## src/hw/rtl/bdq_pkg.sv

```systemverilog
`default_nettype none

package bdq_pkg;

    // The ring buffer wraps by truncation, so DEPTH must be a power of two.
    localparam int DEPTH  = 256;
    localparam int DATA_W = 32;
    localparam int PTR_W  = $clog2(DEPTH);
    localparam int CNT_W  = $clog2(DEPTH + 1);
    localparam int KIND_W = 3;
    localparam int POS_W  = 8;
    localparam int STAT_W = 2;

    typedef logic [PTR_W-1:0]  t_ptr;
    typedef logic [CNT_W-1:0]  t_cnt;
    typedef logic [DATA_W-1:0] t_data;

    typedef enum logic [KIND_W-1:0] {
        KIND_PUSH_FRONT = 3'd0,
        KIND_PUSH_BACK  = 3'd1,
        KIND_POP_FRONT  = 3'd2,
        KIND_POP_BACK   = 3'd3,
        KIND_READ_AT    = 3'd4,
        KIND_INSERT_AT  = 3'd5,
        KIND_CLEAR      = 3'd6
    } t_kind;

    typedef enum logic [STAT_W-1:0] {
        ST_OK    = 2'd0,
        ST_EMPTY = 2'd1,
        ST_FULL  = 2'd2,
        ST_RANGE = 2'd3
    } t_status;

    typedef enum logic [1:0] {
        S_IDLE  = 2'd0,
        S_EXEC  = 2'd1,
        S_SHIFT = 2'd2
    } t_state;

    typedef struct packed {
        logic accept;
        logic finish;
        logic shift_start;
        logic shift_step;
    } t_dp_cmd;

    typedef struct packed {
        logic need_shift;
        logic shift_last;
        logic out_free;
    } t_dp_stat;

    // Physical slot of a logical position counted from the head.
    function automatic t_ptr slot_of(input t_ptr head, input t_cnt logical);
        return head + logical[PTR_W-1:0];
    endfunction

endpackage

`default_nettype wire

```

## src/hw/rtl/bdq_ctrl.sv

```systemverilog
`default_nettype none

module bdq_ctrl
    import bdq_pkg::*;
(
    input  wire logic     i_clk,
    input  wire logic     i_rst_n,
    input  wire logic     i_in_valid,
    output logic          o_in_ready,
    input  wire t_dp_stat i_stat,
    output t_dp_cmd       o_cmd
);

    t_state r_state;
    t_state n_state;

    always_ff @(posedge i_clk) begin
        if (!i_rst_n) begin
            r_state <= S_IDLE;
        end else begin
            r_state <= n_state;
        end
    end

    always_comb begin
        n_state    = r_state;
        o_in_ready = 1'b0;
        o_cmd      = '0;
        case (r_state)
            S_IDLE: begin
                o_in_ready = 1'b1;
                if (i_in_valid) begin
                    o_cmd.accept = 1'b1;
                    n_state      = S_EXEC;
                end
            end
            S_EXEC: begin
                if (i_stat.need_shift) begin
                    o_cmd.shift_start = 1'b1;
                    n_state           = S_SHIFT;
                end else if (i_stat.out_free) begin
                    o_cmd.finish = 1'b1;
                    n_state      = S_IDLE;
                end
            end
            S_SHIFT: begin
                o_cmd.shift_step = 1'b1;
                if (i_stat.shift_last) begin
                    n_state = S_EXEC;
                end
            end
            default: begin
                n_state = S_IDLE;
            end
        endcase
    end

endmodule

`default_nettype wire

```

## config.mk

```make
export PLATFORM = sky130hd
export DESIGN_NAME = bdq_ctrl
export DESIGN_NICKNAME = d
export VERILOG_FILES = /design/src/hw/rtl/bdq_pkg.sv /design/src/hw/rtl/bdq_ctrl.sv
export SDC_FILE = /design/constraint.sdc
export NUM_CORES = 1
export LEC_CHECK = 0
export ABC_AREA = 1
export BUFFER_PORTS_ARGS = -buffer_cell sky130_fd_sc_hd__buf_2
export CAP_MARGIN = 30
export CORE_AREA = 2 2 39 41
export CTS_CLUSTER_DIAMETER = 60
export DETAILED_ROUTE_END_ITERATION = 12
export DIE_AREA = 0 0 41 43
export HOLD_SLACK_MARGIN = 0.1
export MAX_ROUTING_LAYER = met4
export PLACE_DENSITY = 0.3
export SYNTH_ARGS = -nofsm -noshare
export SYNTH_HDL_FRONTEND = slang
export SYNTH_SLANG_ARGS = --single-unit
```

## constraint.sdc

```tcl
create_clock -name i_clk -period 2.1 [get_ports i_clk]
set_clock_uncertainty 0.15 [all_clocks]
set_input_delay 0.42 -clock i_clk [delete_from_list [all_inputs] [get_ports i_clk]]
set_output_delay 0.42 -clock i_clk [all_outputs]
set_load 0.03 [all_outputs]
```

# After elaboration in Yosys (flattened, before gate mapping)
# Cells that the tools add are included.
[word_totals]
regBits = 2
inputBits = 6
out_inout_bits = 5
word_cells = 21
[classes]
n_eq_ne = 5
muxes = 13
reduce_logical = 2
[op_table]
columns = ["op", "count"]
rows = [
  ["2-bit two-way mux", 5],
  ["1-bit two-way mux", 7],
  ["2-bit case mux with 3 select lines", 1],
  ["2-bit != test, second input constant", 2],
  ["3-bit != test, second input constant", 1],
  ["3-bit AND reduction", 1],
  ["2-bit by 1-bit == test with 1-bit output, second input constant", 1],
  ["2-bit == test, second input constant", 1],
  ["2-bit zero test", 1],
]

# Logic depth before layout (Yosys ltp)
[depth]
word_depth = 3
mapped_depth = 4
depth_no_buf = 4

# Worst setup path after synthesis
# Ideal clock, no wire load.
[synth_path]
path_kind = "input-to-output"
startpoint = "in i_stat[2] in the netlist's numbering"
endpoint = "out o_cmd[2] in the netlist's numbering"
arrival_ns = 1.411
required_time_ns = 1.530
setup_slack_ns = 0.119
path_stages = 1
n_path_buf = 0
cell_sequence = "nor4_1"
[synth_between]
elab_chain_cells = 2
[synth_rtl]
columns = ["element", "line", "text"]
rows = [
  ["start: declaration", "bdq_ctrl.sv:10", "input wire t_dp_stat i_stat,"],
  ["1-bit two-way mux", "bdq_ctrl.sv:38", "if (i_stat.need_shift) begin"],
  ["2-bit two-way mux", "bdq_ctrl.sv:29", "case (r_state)"],
  ["end: declaration", "bdq_ctrl.sv:11", "output t_dp_cmd o_cmd"],
]
# No other way between the ends.

==> flow_summary.json <==
{
  "final_antenna_net_count": 0,
  "cts-hold-fix-buffers": 0,
  "first_pass_iters": 4,
  "ys_seq_area_share_pct": 31.7,
  "antenna_cells": 0,
  "wirelength_um": 355,
  "syn_nets": 26,
  "cpMaxStageDelayCell": "dfxtp_1",
  "top_regs": "r_state (2)",
  "rsz0062_at_grt": "no",
  "hold_viol": 0,
  "grt_pass1_vias": 137,
  "power_density_nw_per_um2": 802,
  "crit_type": "reg -> out",
  "grt_pass1_wl_um": 531,
  "cts_made_buffers": 3,
  "routedWlPerCell_um": 7.40,
  "design.portCount": 11,
  "viasPerCell": 3.35,
  "finalSetupViolCount": 0,
  "period_share_pct": 81.4,
  "overflow": 0,
  "r2r_cells": 4,
  "start_util_pct": 9.13,
  "place.gp.congestion": 0.590,
  "required_ps": 1530,
  "p_leak_nw": 0.121,
  "max_cap_violations": 0,
  "ys_warn_count": 0,
  "max_slew_margin_pct": 86.5,
  "cp.depth": 3,
  "hold-worst-slack_ps": 304,
  "fin_nets": 40,
  "n_fill_cell": 163,
  "fp.dieW_um": 41,
  "drive_above_1_share_pct": 40.6,
  "die_area_um2": 1760,
  "end_kind": "primary output",
  "synth_cells": 20,
  "post-cts-setup-buffers": 0,
  "cts_tree": "done",
  "crit-reg2reg-capture": "r_state[0]",
  "ys_types": 11,
  "r2r_setup_slack_ps": 1150,
  "grt_usage_pct": 5.13,
  "core_area_um2": 1380,
  "die_height_um": 43,
  "slowest_delay_ps": 380,
  "initialDrtViolationCount": 7,
  "setup_ws_ps": 391,
  "startpoint": "r_state[0]",
  "cts_resized": 0,
  "cts_max_path_buffers": 2,
  "drc_errors": 0,
  "antenna_found_initial": 0,
  "cp_top_family": "flip-flops",
  "synth_seq_cells": 2,
  "power.total_mw": 0.170,
  "path_buf_inv": 2,
  "clockRootBuffer": "clkbuf_4",
  "largest_reg_flops": 2,
  "path_cells": "inv_1, nor4_1, buf_2",
  "final_util_pct": 15.3,
  "mostFrequentLayoutCells": "10 x buf_2, 5 x inv_1, 4 x nor2_1",
  "hold_path_class": "in -> reg",
  "setup_tns_ps": 0,
  "h-tree-depth": 1,
  "critPathCapture": "o_cmd[2]",
  "preCtsSetupSlack_ps": 523,
  "slew_viol_final": 0,
  "crit_path_max_fanout": 5,
  "regMostFlops": "r_state",
  "area_growth_syn_to_layout_pct": 67.3,
  "syn_area_per_cell_um2": 6.32,
  "mostFrequentLayoutCell": "buf_2",
  "worst_ep_arrival_time_ps": 1140,
  "via_count": 161,
  "clk_latency_ps": 220,
  "r2r_start": "r_state[1]",
  "outcome": "finished clean",
  "tightest_slew_ps": 201,
  "rows": 14,
  "peakVddDrop_uv": 155,
  "portBuffers": 10,
  "startpoint_type": "flop",
  "clkSinkCount": 2,
  "grt_max_degree": 7,
  "period_minus_slack_ps": 1710,
  "cts.clk_slew.worst_paths_ps": 30,
  "max_clock_freq_mhz": 585,
  "post-dp-hpwl_um": 294,
  "synth.cell_area_um2": 126
}
==> area by class of cell <==
type                    instances  area (µm²)  share of cell area, %
repair buffers                 10        50.0                   23.7
well taps                      16        20.0                   9.47
inverters                       5        18.8                   8.88
multi-input cells              12        60.1                   28.4
flip-flops and latches          2        40.0                   18.9
clock buffers                   3        22.5                   10.7
==> layer usage <==
metal | vias to the layer above | track usage [%] | part of all wire [%] | wire length (µm)
met2 | 11 | 4.69 | 32 | 113
met5 | - | - | 0 | 0
met4 | 0 | 4.00 | 0 | 0
met1 | 62 | 6.39 | 50 | 178
li1 | 88 | - | - | -
met3 | 0 | 4.71 | 18 | 63
==> worst register-to-register path: stages, from the launching register on <==
cell     delay [ps]
dfxtp_1         340
nor2_1          160
nand2_1          70
nand3_1          80
nor2_1           40
==> power by group <==
group / internal (mW) / switching [mW] / total [mW]
Clock: 0.0628 / 0.0198 / 0.0827
Sequential: 0.0414 / 0.00388 / 0.0453
Combinational: 0.0138 / 0.0278 / 0.0416
==> cells by family (layout without fill, tap and decap cells) <==
group,after synthesis,in the layout,synth area share (%)
simple gates,10,10,37.6
flops,2,2,31.7
compound gates,2,2,9.90
buf+inv,6,18,20.8
==> through the flow <==
step,std cells,instance area [µm²]
after floorplan,20,126
after global placement,45,189
after detailed placement,45,189
after CTS,48,211
after global routing,48,211
final,48,211
==> worst min-delay path by stage <==
stage                          start  cells past startpoint         end
after detailed placement  r_state[0]                      2  r_state[1]
after global placement    r_state[1]                      2  r_state[1]
after global routing         i_rst_n                      2  r_state[1]
final                        i_rst_n                      3  r_state[0]
after floorplan           r_state[0]                      2  r_state[1]
after CTS                    i_rst_n                      3  r_state[0]
==> synthesized netlist by cell type <==
library cell / instances / area share [%]
nand2_1: 1 / 3.0
nand3_1: 2 / 7.9
buf_4: 1 / 5.9
nand3b_1: 1 / 5.9
a21boi_0: 1 / 5.9
nor4_1: 1 / 5.0
nor3_1: 1 / 4.0
dfxtp_1: 2 / 32
inv_1: 5 / 15
nor2_1: 4 / 12
a21oi_1: 1 / 4.0
No activity file was read; power rests on OpenSTA's default activity.
